## src/rtl/bia_pkg.sv

```systemverilog
// Shared types, codes and helper functions of the bitmap index allocator.
`default_nettype none
package bia_pkg;

    localparam int MaxIndices = 1024;
    localparam int WordBits   = 64;

    // Configuration register indexes.
    localparam logic [1:0] CFG_INDEX_COUNT = 2'd0;
    localparam logic [1:0] CFG_SKIP_ZERO   = 2'd1;

    typedef enum logic [2:0] {
        F_LOWEST = 3'd0,
        F_HIGH   = 3'd1,
        F_BLOCK  = 3'd2,
        F_GIVEN  = 3'd3,
        F_FREE   = 3'd4,
        F_QUERY  = 3'd5
    } t_func;

    typedef enum logic [2:0] {
        ST_OK        = 3'd0,
        ST_FULL      = 3'd1,
        ST_OOR       = 3'd2,
        ST_DUP_ALLOC = 3'd3,
        ST_DUP_FREE  = 3'd4,
        ST_INVALID   = 3'd5
    } t_status;

    typedef struct packed {
        logic [2:0]  func;
        logic [9:0]  target_index;
        logic [10:0] block_length;
    } t_bia_req;

    typedef struct packed {
        logic [2:0]  status;
        logic [9:0]  result_index;
        logic        is_allocated;
        logic [10:0] count_in_use;
    } t_bia_res;

    typedef enum logic [2:0] {
        S_IDLE, S_DEC, S_RD, S_EV, S_BSCAN, S_SRD, S_SEV, S_DONE
    } t_state;

    typedef enum logic [2:0] {
        WR_NONE, WR_LOW, WR_HIGH, WR_SET_TGT, WR_CLR_TGT, WR_MASK
    } t_wr;

    // Commands from the controller to the datapath.
    typedef struct packed {
        logic    load_req;
        logic    rd;
        logic    w_inc;
        logic    w_dec;
        logic    bscan_step;
        logic    blk_start;
        logic    blk_done;
        t_wr     wr;
        logic    st_en;
        t_status st;
        logic    isal_en;
        logic    out_load;
    } t_cmd;

    // Status from the datapath to the controller.
    typedef struct packed {
        logic [2:0] func;
        logic       invalid;
        logic       tgt_oor;
        logic       blen_zero;
        logic       word_full;
        logic       first_w;
        logic       last_w;
        logic       hi_full;
        logic       tgt_bit;
        logic       bs_found;
        logic       bs_at_end;
        logic       bs_last_bit;
        logic       blk_last_w;
        logic       out_free;
    } t_sts;

    // Position of the lowest set bit; 63 when none is set.
    function automatic logic [5:0] lowest_one(input logic [63:0] v);
        logic [5:0] r;
        r = 6'd63;
        for (int i = 63; i >= 0; i--) begin
            if (v[i]) begin
                r = 6'(i);
            end
        end
        return r;
    endfunction

endpackage
`default_nettype wire

```

## src/rtl/bia_datapath.sv

```systemverilog
// Datapath of the bitmap index allocator: map memory, pointers, count and result.
`default_nettype none
module bia_datapath #(
    parameter int MAX_INDICES = bia_pkg::MaxIndices
) (
    input  wire logic             i_clk,
    input  wire logic             i_rst_n,
    input  wire bia_pkg::t_bia_req i_req,
    input  wire logic             i_cfg_valid,
    output logic                  o_cfg_ready,
    input  wire logic [1:0]       i_cfg_index,
    input  wire logic [10:0]      i_cfg_data,
    output logic                  o_out_valid,
    input  wire logic             i_out_ready,
    output bia_pkg::t_bia_res     o_out,
    input  wire bia_pkg::t_cmd    i_cmd,
    output bia_pkg::t_sts         o_sts
);

    // Indices above 2047 cannot be named by the 11-bit count register.
    localparam int CAP   = (MAX_INDICES < 2047) ? MAX_INDICES : 2047;
    localparam int DEPTH = (CAP + 63) / 64;
    localparam int AW    = (DEPTH > 1) ? $clog2(DEPTH) : 1;
    localparam logic [10:0] CAP_C = 11'(CAP);
    localparam logic [63:0] ALL   = {64{1'b1}};

    logic [10:0]       r_idx_cnt;
    logic              r_skip;
    logic              r_rsv;
    logic [10:0]       r_cnt, n_cnt;
    bia_pkg::t_bia_req r_req;
    logic [5:0]        r_w;
    logic [5:0]        r_bit;
    logic [10:0]       r_run;
    logic [10:0]       r_start;
    logic [10:0]       r_end;
    bia_pkg::t_status  r_st;
    logic [9:0]        r_ridx;
    logic              r_isal;
    logic [63:0]       mem [DEPTH];
    logic [DEPTH-1:0]  r_vld;
    logic [63:0]       r_rdata;
    logic              r_rvld;
    bia_pkg::t_bia_res r_out;
    logic              r_out_valid;

    logic        cfg_init;
    logic [10:0] eff;
    logic [5:0]  nw;
    logic [5:0]  rem;
    logic [AW-1:0] addr;
    logic [63:0] raw, ew;
    logic [5:0]  lz, lo, hi_pos, tgt_pos, wpos, lo_m, hi_m;
    logic [11:0] bit_i, start_w;
    logic [10:0] run_n;
    logic [63:0] mask, wdata;
    logic [11:0] widx;
    logic        counted;

    assign o_cfg_ready = 1'b1;
    assign cfg_init = i_cfg_valid &&
                      (i_cfg_index == bia_pkg::CFG_INDEX_COUNT ||
                       i_cfg_index == bia_pkg::CFG_SKIP_ZERO);

    // Effective map size and word geometry.
    assign eff  = (r_idx_cnt > CAP_C) ? CAP_C : r_idx_cnt;
    assign nw   = 6'((12'(eff) + 12'd63) >> 6);
    assign rem  = eff[5:0];
    assign addr = r_w[AW-1:0];

    // Word as stored, and with the unusable top bits of the last word forced set.
    assign raw = r_rvld ? r_rdata : {63'b0, (r_w == 6'd0) && r_rsv};
    assign ew  = raw | ((rem != 6'd0 && r_w == {1'b0, eff[10:6]}) ? (ALL << rem) : 64'd0);
    assign lz  = bia_pkg::lowest_one(~ew);
    assign lo  = bia_pkg::lowest_one(ew);
    assign hi_pos  = (ew == 64'd0) ? 6'd63 : lo - 6'd1;
    assign tgt_pos = r_req.target_index[5:0];

    // Bit-serial run search of the block allocation.
    assign bit_i   = {r_w, r_bit};
    assign run_n   = raw[r_bit] ? 11'd0 : r_run + 11'd1;
    assign start_w = bit_i + 12'd1 - {1'b0, r_req.block_length};

    // Mask of the run within the current word.
    assign lo_m = (r_w == {1'b0, r_start[10:6]}) ? r_start[5:0] : 6'd0;
    assign hi_m = (r_w == {1'b0, r_end[10:6]}) ? r_end[5:0] : 6'd63;
    assign mask = (ALL << lo_m) & (ALL >> (6'd63 - hi_m));

    // Write data and the index that a single-bit write touches.
    always_comb begin
        wpos  = tgt_pos;
        wdata = raw;
        case (i_cmd.wr)
            bia_pkg::WR_LOW: begin
                wpos  = lz;
                wdata = raw | (64'd1 << lz);
            end
            bia_pkg::WR_HIGH: begin
                wpos  = hi_pos;
                wdata = raw | (64'd1 << hi_pos);
            end
            bia_pkg::WR_SET_TGT: begin
                wdata = raw | (64'd1 << tgt_pos);
            end
            bia_pkg::WR_CLR_TGT: begin
                wdata = raw & ~(64'd1 << tgt_pos);
            end
            bia_pkg::WR_MASK: begin
                wdata = raw | mask;
            end
            default: begin
                wdata = raw;
            end
        endcase
    end
    assign widx    = {r_w, wpos};
    assign counted = !(r_skip && widx == 12'd0);

    // Count of indices in use.
    always_comb begin
        n_cnt = r_cnt;
        case (i_cmd.wr)
            bia_pkg::WR_LOW, bia_pkg::WR_HIGH, bia_pkg::WR_SET_TGT: begin
                n_cnt = r_cnt + {10'b0, counted};
            end
            bia_pkg::WR_CLR_TGT: begin
                n_cnt = r_cnt - {10'b0, counted};
            end
            default: begin
                n_cnt = r_cnt;
            end
        endcase
        if (i_cmd.blk_done) begin
            n_cnt = r_cnt + r_req.block_length
                    - {10'b0, r_skip && r_start == 11'd0};
        end
    end

    // Configuration registers.
    always_ff @(posedge i_clk) begin
        if (!i_rst_n) begin
            r_idx_cnt <= 11'd1024;
            r_skip    <= 1'b0;
            r_rsv     <= 1'b0;
        end else if (i_cfg_valid) begin
            unique case (i_cfg_index)
                bia_pkg::CFG_INDEX_COUNT: begin
                    r_idx_cnt <= i_cfg_data;
                    r_rsv     <= r_skip && i_cfg_data != 11'd0;
                end
                bia_pkg::CFG_SKIP_ZERO: begin
                    r_skip <= i_cfg_data[0];
                    r_rsv  <= i_cfg_data[0] && eff != 11'd0;
                end
                default: begin
                end
            endcase
        end
    end

    // Count and word valid bits; a configuration write clears the map.
    always_ff @(posedge i_clk) begin
        if (!i_rst_n || cfg_init) begin
            r_cnt <= 11'd0;
            r_vld <= '0;
        end else begin
            r_cnt <= n_cnt;
            if (i_cmd.wr != bia_pkg::WR_NONE) begin
                r_vld[addr] <= 1'b1;
            end
        end
    end

    // Map memory with registered read.
    always_ff @(posedge i_clk) begin
        if (i_cmd.wr != bia_pkg::WR_NONE) begin
            mem[addr] <= wdata;
        end
        if (i_cmd.rd) begin
            r_rdata <= mem[addr];
            r_rvld  <= r_vld[addr];
        end
    end

    // Request, pointers and result fields.
    always_ff @(posedge i_clk) begin
        if (i_cmd.load_req) begin
            r_req  <= i_req;
            r_run  <= 11'd0;
            r_bit  <= 6'd0;
            r_st   <= bia_pkg::ST_OK;
            r_ridx <= 10'd0;
            r_isal <= 1'b0;
            if (i_req.func == bia_pkg::F_HIGH) begin
                r_w <= nw - 6'd1;
            end else if (i_req.func == bia_pkg::F_GIVEN || i_req.func == bia_pkg::F_FREE ||
                         i_req.func == bia_pkg::F_QUERY) begin
                r_w <= {2'b0, i_req.target_index[9:6]};
            end else begin
                r_w <= 6'd0;
            end
        end else begin
            if (i_cmd.blk_start) begin
                r_w <= start_w[11:6];
            end else if (i_cmd.w_inc) begin
                r_w <= r_w + 6'd1;
            end else if (i_cmd.w_dec) begin
                r_w <= r_w - 6'd1;
            end
            if (i_cmd.bscan_step) begin
                r_run <= run_n;
                r_bit <= r_bit + 6'd1;
            end
            if (i_cmd.blk_start) begin
                r_start <= start_w[10:0];
                r_end   <= bit_i[10:0];
                r_ridx  <= start_w[9:0];
            end
            if (i_cmd.wr == bia_pkg::WR_LOW || i_cmd.wr == bia_pkg::WR_HIGH ||
                i_cmd.wr == bia_pkg::WR_SET_TGT) begin
                r_ridx <= widx[9:0];
            end
            if (i_cmd.st_en) begin
                r_st <= i_cmd.st;
            end
            if (i_cmd.isal_en) begin
                r_isal <= raw[tgt_pos];
            end
        end
    end

    // Output register.
    always_ff @(posedge i_clk) begin
        if (!i_rst_n) begin
            r_out_valid <= 1'b0;
        end else if (i_cmd.out_load) begin
            r_out_valid <= 1'b1;
        end else if (i_out_ready) begin
            r_out_valid <= 1'b0;
        end
    end
    always_ff @(posedge i_clk) begin
        if (i_cmd.out_load) begin
            r_out <= '{status: r_st, result_index: r_ridx, is_allocated: r_isal,
                       count_in_use: r_cnt};
        end
    end
    assign o_out_valid = r_out_valid;
    assign o_out       = r_out;

    // Status for the controller.
    always_comb begin
        o_sts.func        = r_req.func;
        o_sts.invalid     = eff == 11'd0 || r_req.func > bia_pkg::F_QUERY;
        o_sts.tgt_oor     = {1'b0, r_req.target_index} >= eff;
        o_sts.blen_zero   = r_req.block_length == 11'd0;
        o_sts.word_full   = ew == ALL;
        o_sts.first_w     = r_w == 6'd0;
        o_sts.last_w      = r_w + 6'd1 == nw;
        o_sts.hi_full     = ew != 64'd0 && lo == 6'd0;
        o_sts.tgt_bit     = raw[tgt_pos];
        o_sts.bs_found    = run_n == r_req.block_length;
        o_sts.bs_at_end   = bit_i + 12'd1 == {1'b0, eff};
        o_sts.bs_last_bit = r_bit == 6'd63;
        o_sts.blk_last_w  = r_w == {1'b0, r_end[10:6]};
        o_sts.out_free    = !r_out_valid || i_out_ready;
    end

    // The count never exceeds the map capacity CAP.
    a_cnt_bound: assert property (@(posedge i_clk) disable iff (!i_rst_n)
        r_cnt <= CAP_C)
        else $error("count in use above map size");

    // A configuration write leaves an empty map.
    a_cfg_clear: assert property (@(posedge i_clk) disable iff (!i_rst_n)
        cfg_init |=> (r_cnt == 11'd0 && r_vld == '0))
        else $error("map not cleared by configuration write");

    // A waiting result beat stays valid and steady until it is taken.
    a_out_hold: assert property (@(posedge i_clk) disable iff (!i_rst_n)
        o_out_valid && !i_out_ready |=> o_out_valid && $stable(o_out))
        else $error("result beat changed while waiting");

endmodule
`default_nettype wire

```

## src/rtl/bia_ctrl.sv

```systemverilog
// Controller state machine of the bitmap index allocator.
`default_nettype none
module bia_ctrl (
    input  wire logic          i_clk,
    input  wire logic          i_rst_n,
    input  wire logic          i_in_valid,
    output logic               o_in_ready,
    input  wire bia_pkg::t_sts i_sts,
    output bia_pkg::t_cmd      o_cmd
);

    bia_pkg::t_state r_state, n_state;

    always_ff @(posedge i_clk) begin
        if (!i_rst_n) begin
            r_state <= bia_pkg::S_IDLE;
        end else begin
            r_state <= n_state;
        end
    end

    // Next state.
    always_comb begin
        n_state = r_state;
        unique case (r_state)
            bia_pkg::S_IDLE: begin
                if (i_in_valid) n_state = bia_pkg::S_DEC;
            end
            bia_pkg::S_DEC: begin
                if (i_sts.invalid) begin
                    n_state = bia_pkg::S_DONE;
                end else begin
                    case (i_sts.func) inside
                        bia_pkg::F_LOWEST, bia_pkg::F_HIGH: n_state = bia_pkg::S_RD;
                        bia_pkg::F_BLOCK:
                            n_state = i_sts.blen_zero ? bia_pkg::S_DONE : bia_pkg::S_RD;
                        default:
                            n_state = i_sts.tgt_oor ? bia_pkg::S_DONE : bia_pkg::S_RD;
                    endcase
                end
            end
            bia_pkg::S_RD: n_state = bia_pkg::S_EV;
            bia_pkg::S_EV: begin
                case (i_sts.func) inside
                    bia_pkg::F_LOWEST:
                        n_state = (i_sts.word_full && !i_sts.last_w) ?
                                  bia_pkg::S_RD : bia_pkg::S_DONE;
                    bia_pkg::F_HIGH:
                        n_state = (i_sts.word_full && !i_sts.first_w) ?
                                  bia_pkg::S_RD : bia_pkg::S_DONE;
                    bia_pkg::F_BLOCK: n_state = bia_pkg::S_BSCAN;
                    default: n_state = bia_pkg::S_DONE;
                endcase
            end
            bia_pkg::S_BSCAN: begin
                if (i_sts.bs_found) n_state = bia_pkg::S_SRD;
                else if (i_sts.bs_at_end) n_state = bia_pkg::S_DONE;
                else if (i_sts.bs_last_bit) n_state = bia_pkg::S_RD;
            end
            bia_pkg::S_SRD: n_state = bia_pkg::S_SEV;
            bia_pkg::S_SEV: n_state = i_sts.blk_last_w ? bia_pkg::S_DONE : bia_pkg::S_SRD;
            bia_pkg::S_DONE: begin
                if (i_sts.out_free) n_state = bia_pkg::S_IDLE;
            end
            default: n_state = bia_pkg::S_IDLE;
        endcase
    end

    // Commands.
    always_comb begin
        o_cmd      = '0;
        o_in_ready = 1'b0;
        unique case (r_state)
            bia_pkg::S_IDLE: begin
                o_in_ready     = 1'b1;
                o_cmd.load_req = i_in_valid;
            end
            bia_pkg::S_DEC: begin
                if (i_sts.invalid) begin
                    o_cmd.st_en = 1'b1;
                    o_cmd.st    = bia_pkg::ST_INVALID;
                end else if (i_sts.tgt_oor && (i_sts.func == bia_pkg::F_GIVEN ||
                             i_sts.func == bia_pkg::F_FREE ||
                             i_sts.func == bia_pkg::F_QUERY)) begin
                    o_cmd.st_en = 1'b1;
                    o_cmd.st    = bia_pkg::ST_OOR;
                end
            end
            bia_pkg::S_RD, bia_pkg::S_SRD: o_cmd.rd = 1'b1;
            bia_pkg::S_EV: begin
                case (i_sts.func) inside
                    bia_pkg::F_LOWEST: begin
                        if (!i_sts.word_full) begin
                            o_cmd.wr = bia_pkg::WR_LOW;
                        end else if (i_sts.last_w) begin
                            o_cmd.st_en = 1'b1;
                            o_cmd.st    = bia_pkg::ST_FULL;
                        end else begin
                            o_cmd.w_inc = 1'b1;
                        end
                    end
                    bia_pkg::F_HIGH: begin
                        if (i_sts.word_full && !i_sts.first_w) begin
                            o_cmd.w_dec = 1'b1;
                        end else if (i_sts.hi_full) begin
                            o_cmd.st_en = 1'b1;
                            o_cmd.st    = bia_pkg::ST_FULL;
                        end else begin
                            o_cmd.wr = bia_pkg::WR_HIGH;
                        end
                    end
                    bia_pkg::F_GIVEN: begin
                        if (i_sts.tgt_bit) begin
                            o_cmd.st_en = 1'b1;
                            o_cmd.st    = bia_pkg::ST_DUP_ALLOC;
                        end else begin
                            o_cmd.wr = bia_pkg::WR_SET_TGT;
                        end
                    end
                    bia_pkg::F_FREE: begin
                        if (i_sts.tgt_bit) begin
                            o_cmd.wr = bia_pkg::WR_CLR_TGT;
                        end else begin
                            o_cmd.st_en = 1'b1;
                            o_cmd.st    = bia_pkg::ST_DUP_FREE;
                        end
                    end
                    bia_pkg::F_QUERY: o_cmd.isal_en = 1'b1;
                    default: begin
                    end
                endcase
            end
            bia_pkg::S_BSCAN: begin
                o_cmd.bscan_step = 1'b1;
                if (i_sts.bs_found) begin
                    o_cmd.blk_start = 1'b1;
                end else if (i_sts.bs_at_end) begin
                    o_cmd.st_en = 1'b1;
                    o_cmd.st    = bia_pkg::ST_FULL;
                end else if (i_sts.bs_last_bit) begin
                    o_cmd.w_inc = 1'b1;
                end
            end
            bia_pkg::S_SEV: begin
                o_cmd.wr = bia_pkg::WR_MASK;
                if (i_sts.blk_last_w) o_cmd.blk_done = 1'b1;
                else o_cmd.w_inc = 1'b1;
            end
            bia_pkg::S_DONE: o_cmd.out_load = i_sts.out_free;
            default: begin
            end
        endcase
    end

    // A map write always follows the read of the same word.
    a_wr_after_rd: assert property (@(posedge i_clk) disable iff (!i_rst_n)
        o_cmd.wr != bia_pkg::WR_NONE |-> $past(o_cmd.rd))
        else $error("map write without a preceding read");

    // Loading a result returns the controller to idle.
    a_load_idle: assert property (@(posedge i_clk) disable iff (!i_rst_n)
        o_cmd.out_load |=> r_state == bia_pkg::S_IDLE)
        else $error("result loaded but controller not idle");

    // The bit scan runs only for block allocation.
    a_scan_block: assert property (@(posedge i_clk) disable iff (!i_rst_n)
        r_state == bia_pkg::S_BSCAN |-> i_sts.func == bia_pkg::F_BLOCK)
        else $error("bit scan outside block allocation");

endmodule
`default_nettype wire

```

## src/rtl/bitmap_index_allocator.sv

```systemverilog
// Top level of the bitmap index allocator.
//
// One request is taken at a time. The map lives in a single-port memory of 64-bit
// words with a registered read, and every word visited is first read, then
// evaluated or written back. Allocate given, free and query visit only the word
// that holds the target; allocate lowest and allocate high scan word by word from
// their end of the map. Allocate block checks one bit per cycle between word
// fetches, then reads and marks each word of the run that it found.
// A result waits in an output register while the next request is taken.
// Configuration writes are taken in any cycle, clear the map at once, and must be
// issued only while no request is in flight.
`default_nettype none
module bitmap_index_allocator #(
    parameter int MAX_INDICES = bia_pkg::MaxIndices
) (
    input  wire logic              i_clk,
    input  wire logic              i_rst_n,
    input  wire logic              i_in_valid,
    output logic                   o_in_ready,
    input  wire bia_pkg::t_bia_req i_in,
    output logic                   o_out_valid,
    input  wire logic              i_out_ready,
    output bia_pkg::t_bia_res      o_out,
    input  wire logic              i_cfg_valid,
    output logic                   o_cfg_ready,
    input  wire logic [1:0]        i_cfg_index,
    input  wire logic [10:0]       i_cfg_data
);

    bia_pkg::t_cmd cmd;
    bia_pkg::t_sts sts;

    // Sequencer.
    bia_ctrl u_ctrl (
        .i_clk      (i_clk),
        .i_rst_n    (i_rst_n),
        .i_in_valid (i_in_valid),
        .o_in_ready (o_in_ready),
        .i_sts      (sts),
        .o_cmd      (cmd)
    );

    // Map, count and result registers.
    bia_datapath #(
        .MAX_INDICES (MAX_INDICES)
    ) u_dp (
        .i_clk       (i_clk),
        .i_rst_n     (i_rst_n),
        .i_req       (i_in),
        .i_cfg_valid (i_cfg_valid),
        .o_cfg_ready (o_cfg_ready),
        .i_cfg_index (i_cfg_index),
        .i_cfg_data  (i_cfg_data),
        .o_out_valid (o_out_valid),
        .i_out_ready (i_out_ready),
        .o_out       (o_out),
        .i_cmd       (cmd),
        .o_sts       (sts)
    );

endmodule
`default_nettype wire
```

## config.mk

```make
export PLATFORM = sky130hd
export DESIGN_NAME = bitmap_index_allocator
export DESIGN_NICKNAME = d
export VERILOG_FILES = /design/src/rtl/bia_pkg.sv /design/src/rtl/bia_datapath.sv /design/src/rtl/bia_ctrl.sv /design/src/rtl/bitmap_index_allocator.sv
export SDC_FILE = /design/constraint.sdc
export NUM_CORES = 2
export LEC_CHECK = 0
export BUFFER_PORTS_ARGS = -buffer_cell sky130_fd_sc_hd__buf_2
export CELL_PAD_IN_SITES_DETAIL_PLACEMENT = 0
export CELL_PAD_IN_SITES_GLOBAL_PLACEMENT = 1
export CORE_MARGIN = 5
export CORE_UTILIZATION = 45
export DETAILED_ROUTE_END_ITERATION = 10
export PLACE_DENSITY_LB_ADDON = 0.12
export SLEW_MARGIN = 10
export SYNTH_ARGS = -nofsm -noshare
export SYNTH_HDL_FRONTEND = slang
export SYNTH_SLANG_ARGS = --single-unit
export TNS_END_PERCENT = 5
```

## constraint.sdc

```tcl
create_clock -name i_clk -period 11.6 [get_ports i_clk]
set_input_delay 0.58 -clock i_clk [delete_from_list [all_inputs] [get_ports i_clk]]
set_output_delay 0.58 -clock i_clk [all_outputs]
set_load 0.005 [all_outputs]
```

==> impl_metrics.yaml <==
critical_path:
  rrSetupSlack_ns: 2.24
  crit_buf_inv: 3
  crit_fanout: 38
  cp.arrival_ns: 10.02
  r2r-start: "u_dp.r_w[3]"
  cp_data_required_time_ns: 12.26
  reg2reg_depth: 34
  cp_top_family: "compound AO/OA/AOI/OAI gates"
  crit_path_end_kind: "register"
  reg2reg_to: "u_dp.r_cnt[9]"
  max_stage_delay_ns: 0.83
  cp-start-kind: "register"
  path_class: "register to register"
  cp_slowest_cell: "a2111oi_0"
sta:
  tightest_slew_ns: 1.24
  fmax_ghz: 0.107
  relSlewSlack_pct: 17.7
  finalCritPeriodShare_pct: 80.7
  hold_viol: 0
  rsz0062_at_grt: "false"
  finalMaxSlewViolations: 0
  setup_tns_ns: 0
  whs_ns: 0.0608
  finalClockSkew_ns: 0.0482
  finalSetupViolCount: 0
  finalWorstSetupSlack_ns: 2.24
  period_minus_slack_ns: 9.36
die:
  io_pins: 70
  chipWidth_um: 370
  placementRows: 132
  coreArea_um2: 129000
  die_area_um2: 137000
  die_h_um: 370
  start_util_pct: 45.1
finish:
  multi_input_area_um2: 20700
  area_delta_synth_final_pct: 12.7
  seq_area_um2: 36500
  drive_gt1_share_pct: 20.0
  n_fill_cell: 10957
  final_cell_mix: "1,166 x edfxtp_1, 355 x mux4_2, 334 x nand2_1, 231 x nor2_1, 196 x a21oi_1"
  final_util_pct: 50.9
  nets: 4219
  mostFrequentLayoutCell: "edfxtp_1"
routing:
  wl_met2_mm: 97.8
  vias: 38538
  routed-wl-met3_mm: 14.1
  vias_per_cell: 6.47
  drtIter0Drc: 4365
  first_pass_iters: 5
  drt_wl_total_mm: 210
  wl_met1_mm: 89.5
  route.detailed.drc: 0
  post_drt_wl_per_cell_um: 35.3
  routed.top_layer: "met5"
  ant_nets: 0
power:
  p_leak_uw: 0.0213
  vdd_ir_drop_max_mv: 0.174
  power_density_nw_per_um2: 235
yosys:
  seq_area_frac_synth_pct: 62.6
  syn_nets: 4088
  synth_edf_count: 1166
  synth_xor_area_share_pct: 1.40
  yosys_warnings: 0
  synth-async-reset-ratio_pct: 0
  synth-main-ff-cell: "edfxtp_1"
  yosys_register_bits: 1241
  synth_area_per_cell_um2: 14.6
  synth_top_family_by_area: "multiplexers"
  synthAdderAreaFrac_pct: 1.39
  syn_area_um2: 58300
  synth-simple-area-share_pct: 8.30
  syn_inst: 3983
  synth-compound-area-share_pct: 9.86
  synth.distinct_cells: 96
  synth_mux_area_share_pct: 14.2
global_route:
  antenna_found_initial: 10
  track_usage_pct: 30.6
  grt_pass1_wl_mm: 296
  grt_max_degree: 131
  grt_pass1_vias: 38470
  grt-ovfl-total: 0
job:
  cap_violations: 0
clock_network:
  cts.clk_slew.worst_paths_ns: 0.06
  cts_root_buffer: "clkbuf_16"
  cts_tree: "yes"
  cts_made_buffers: 134
  cts_setup_buffers: 0
  cts_num_sinks: 1241
  clockBufferDepth: 3
  htree_levels: 4
  clk_latency_ns: 0.77
placed_design:
  gp_congestion: 1.02
  dpl.hpwl_mm: 141
  pre_cts_slack_ns: 2.32
  portBuffers: 68
min_path:
  hold_start: "i_in[19]"
  hold_path.class: "primary input to register"
  worstHoldPathCells: 1
  holdPathEnd: "u_dp.r_req[19]"
outcome:
  status: "completed"
[cell families after synthesis]
kind of cell | Yosys count
DFF | 1241
and+or+nand+nor | 1004
AOI/OAI and AO/OA | 869
muxes | 385
buffers and inverters | 327
xor gates and xnor gates | 93
adders and majority gates | 63
other | 1
[report_power, final]
part | internal [µW] | leakage, µW | switching (µW)
sequential | 5620 | 0.0114 | 361
clock | 2380 | 0.00208 | 1780
combinational | 2020 | 0.00784 | 3320
[flip-flops by register name, indices dropped and copies added, names as in the netlist, 3 cells and up]
| register | count |
|---|---|
| u_dp.r_end | 11 |
| u_dp.mem | 1024 |
| u_dp.r_run | 11 |
| u_dp.o_sts | 3 |
| u_dp.r_vld | 16 |
| u_dp.r_rdata | 64 |
| u_dp.r_st | 3 |
| u_dp.r_start | 11 |
| u_dp.r_req | 21 |
| u_ctrl.r_state | 3 |
| u_dp.r_bit | 6 |
| u_dp.r_w | 6 |
| u_dp.r_ridx | 10 |
| u_dp.r_cnt | 11 |
| u_dp.o_out | 25 |
| u_dp.r_idx_cnt | 11 |
[per-stage QoR]
step	std cells	total power (µW)	area (µm²)
3_3_place_gp	5702	11400	61200
3_5_place_dp	5702	11300	61200
4_1_cts	5951	15500	65700
2_1_floorplan	3983	9290	58300
5_1_grt	5952	16100	65700
6_report	5954	15500	65700
[final cells by class]
type | count | area share [%]
flip-flops and latches | 1241 | 55.6
multi-input cells | 2415 | 31.5
clock buffers | 169 | 5.48
well taps | 1742 | 3.32
repair buffers | 231 | 2.56
clock inverters | 62 | 1.09
inverters | 91 | 0.520
diodes | 3 | 0.0114
[per-layer routing]
layer | vias up | GRT usage (%)
met5 | - | 0
met4 | 2 | 11.3
met3 | 379 | 4.80
met2 | 1751 | 48.4
met1 | 20177 | 43.1
li1 | 16229 | -
[cell usage after synthesis (10+ instances only)]
| library cell | instances | area, µm² |
|---|---|---|
| a211oi_1 | 28 | 210 |
| a21boi_0 | 16 | 120 |
| a21o_1 | 17 | 128 |
| a21oi_1 | 206 | 1030 |
| a221oi_1 | 17 | 149 |
| a22oi_1 | 11 | 82.6 |
| a311oi_1 | 13 | 114 |
| a31oi_1 | 78 | 488 |
| and2_1 | 53 | 332 |
| and3_1 | 32 | 200 |
| buf_1 | 31 | 116 |
| buf_2 | 13 | 65.1 |
| clkbuf_1 | 189 | 709 |
| dfxtp_1 | 75 | 1500 |
| edfxtp_1 | 1166 | 35000 |
| ha_1 | 60 | 751 |
| inv_1 | 90 | 338 |
| mux2i_1 | 24 | 240 |
| mux4_2 | 355 | 8000 |
| nand2_1 | 334 | 1250 |
| nand2b_1 | 38 | 238 |
| nand3_1 | 74 | 370 |
| nand4_1 | 29 | 181 |
| nor2_1 | 232 | 871 |
| nor2b_1 | 31 | 194 |
| nor3_1 | 63 | 315 |
| nor4_1 | 18 | 113 |
| o2111ai_1 | 12 | 105 |
| o211ai_1 | 41 | 308 |
| o21a_1 | 12 | 90.1 |
| o21ai_0 | 190 | 951 |
| o21bai_1 | 27 | 203 |
| o221ai_1 | 21 | 184 |
| o22ai_1 | 20 | 125 |
| o311ai_0 | 10 | 87.6 |
| o31a_1 | 12 | 105 |
| o31ai_1 | 30 | 225 |
| or2_2 | 12 | 75.1 |
| or3_1 | 24 | 150 |
| xnor2_1 | 63 | 552 |
| xor2_1 | 30 | 263 |
[worst reg2reg max path: cells and delay by family, from the launching register on]
kind,cells,cell delay (ns)
compound gates,17,4.72
flops,1,0.73
simple gates,11,2.50
buf+inv,3,0.71
fa+ha+maj,2,0.47
xor+xnor,1,0.13
[what timing repair did]
| item | 4_1_cts | 5_1_grt |
|---|---|---|
| gates resized for setup | 0 | 0 |
| endpoints found under the hold margin | 18 | 0 |
| hold buffers | 18 | 0 |
[worst max-delay path by stage]
stage,slack [ns],cells after the start,to,startpoint
global route,1.73,34,u_dp.r_cnt[9],u_dp.r_w[3]
CTS,2.28,34,u_dp.r_cnt[9],u_dp.r_w[3]
floorplan,3.74,19,u_dp.mem[15][0],u_dp.r_w[1]
detailed placement,2.32,34,u_dp.r_cnt[9],u_dp.r_w[3]
finish,2.24,34,u_dp.r_cnt[9],u_dp.r_w[3]
global placement,2.38,35,u_dp.r_cnt[9],u_dp.r_idx_cnt[2]
No activity file was read; power rests on OpenSTA's default activity.
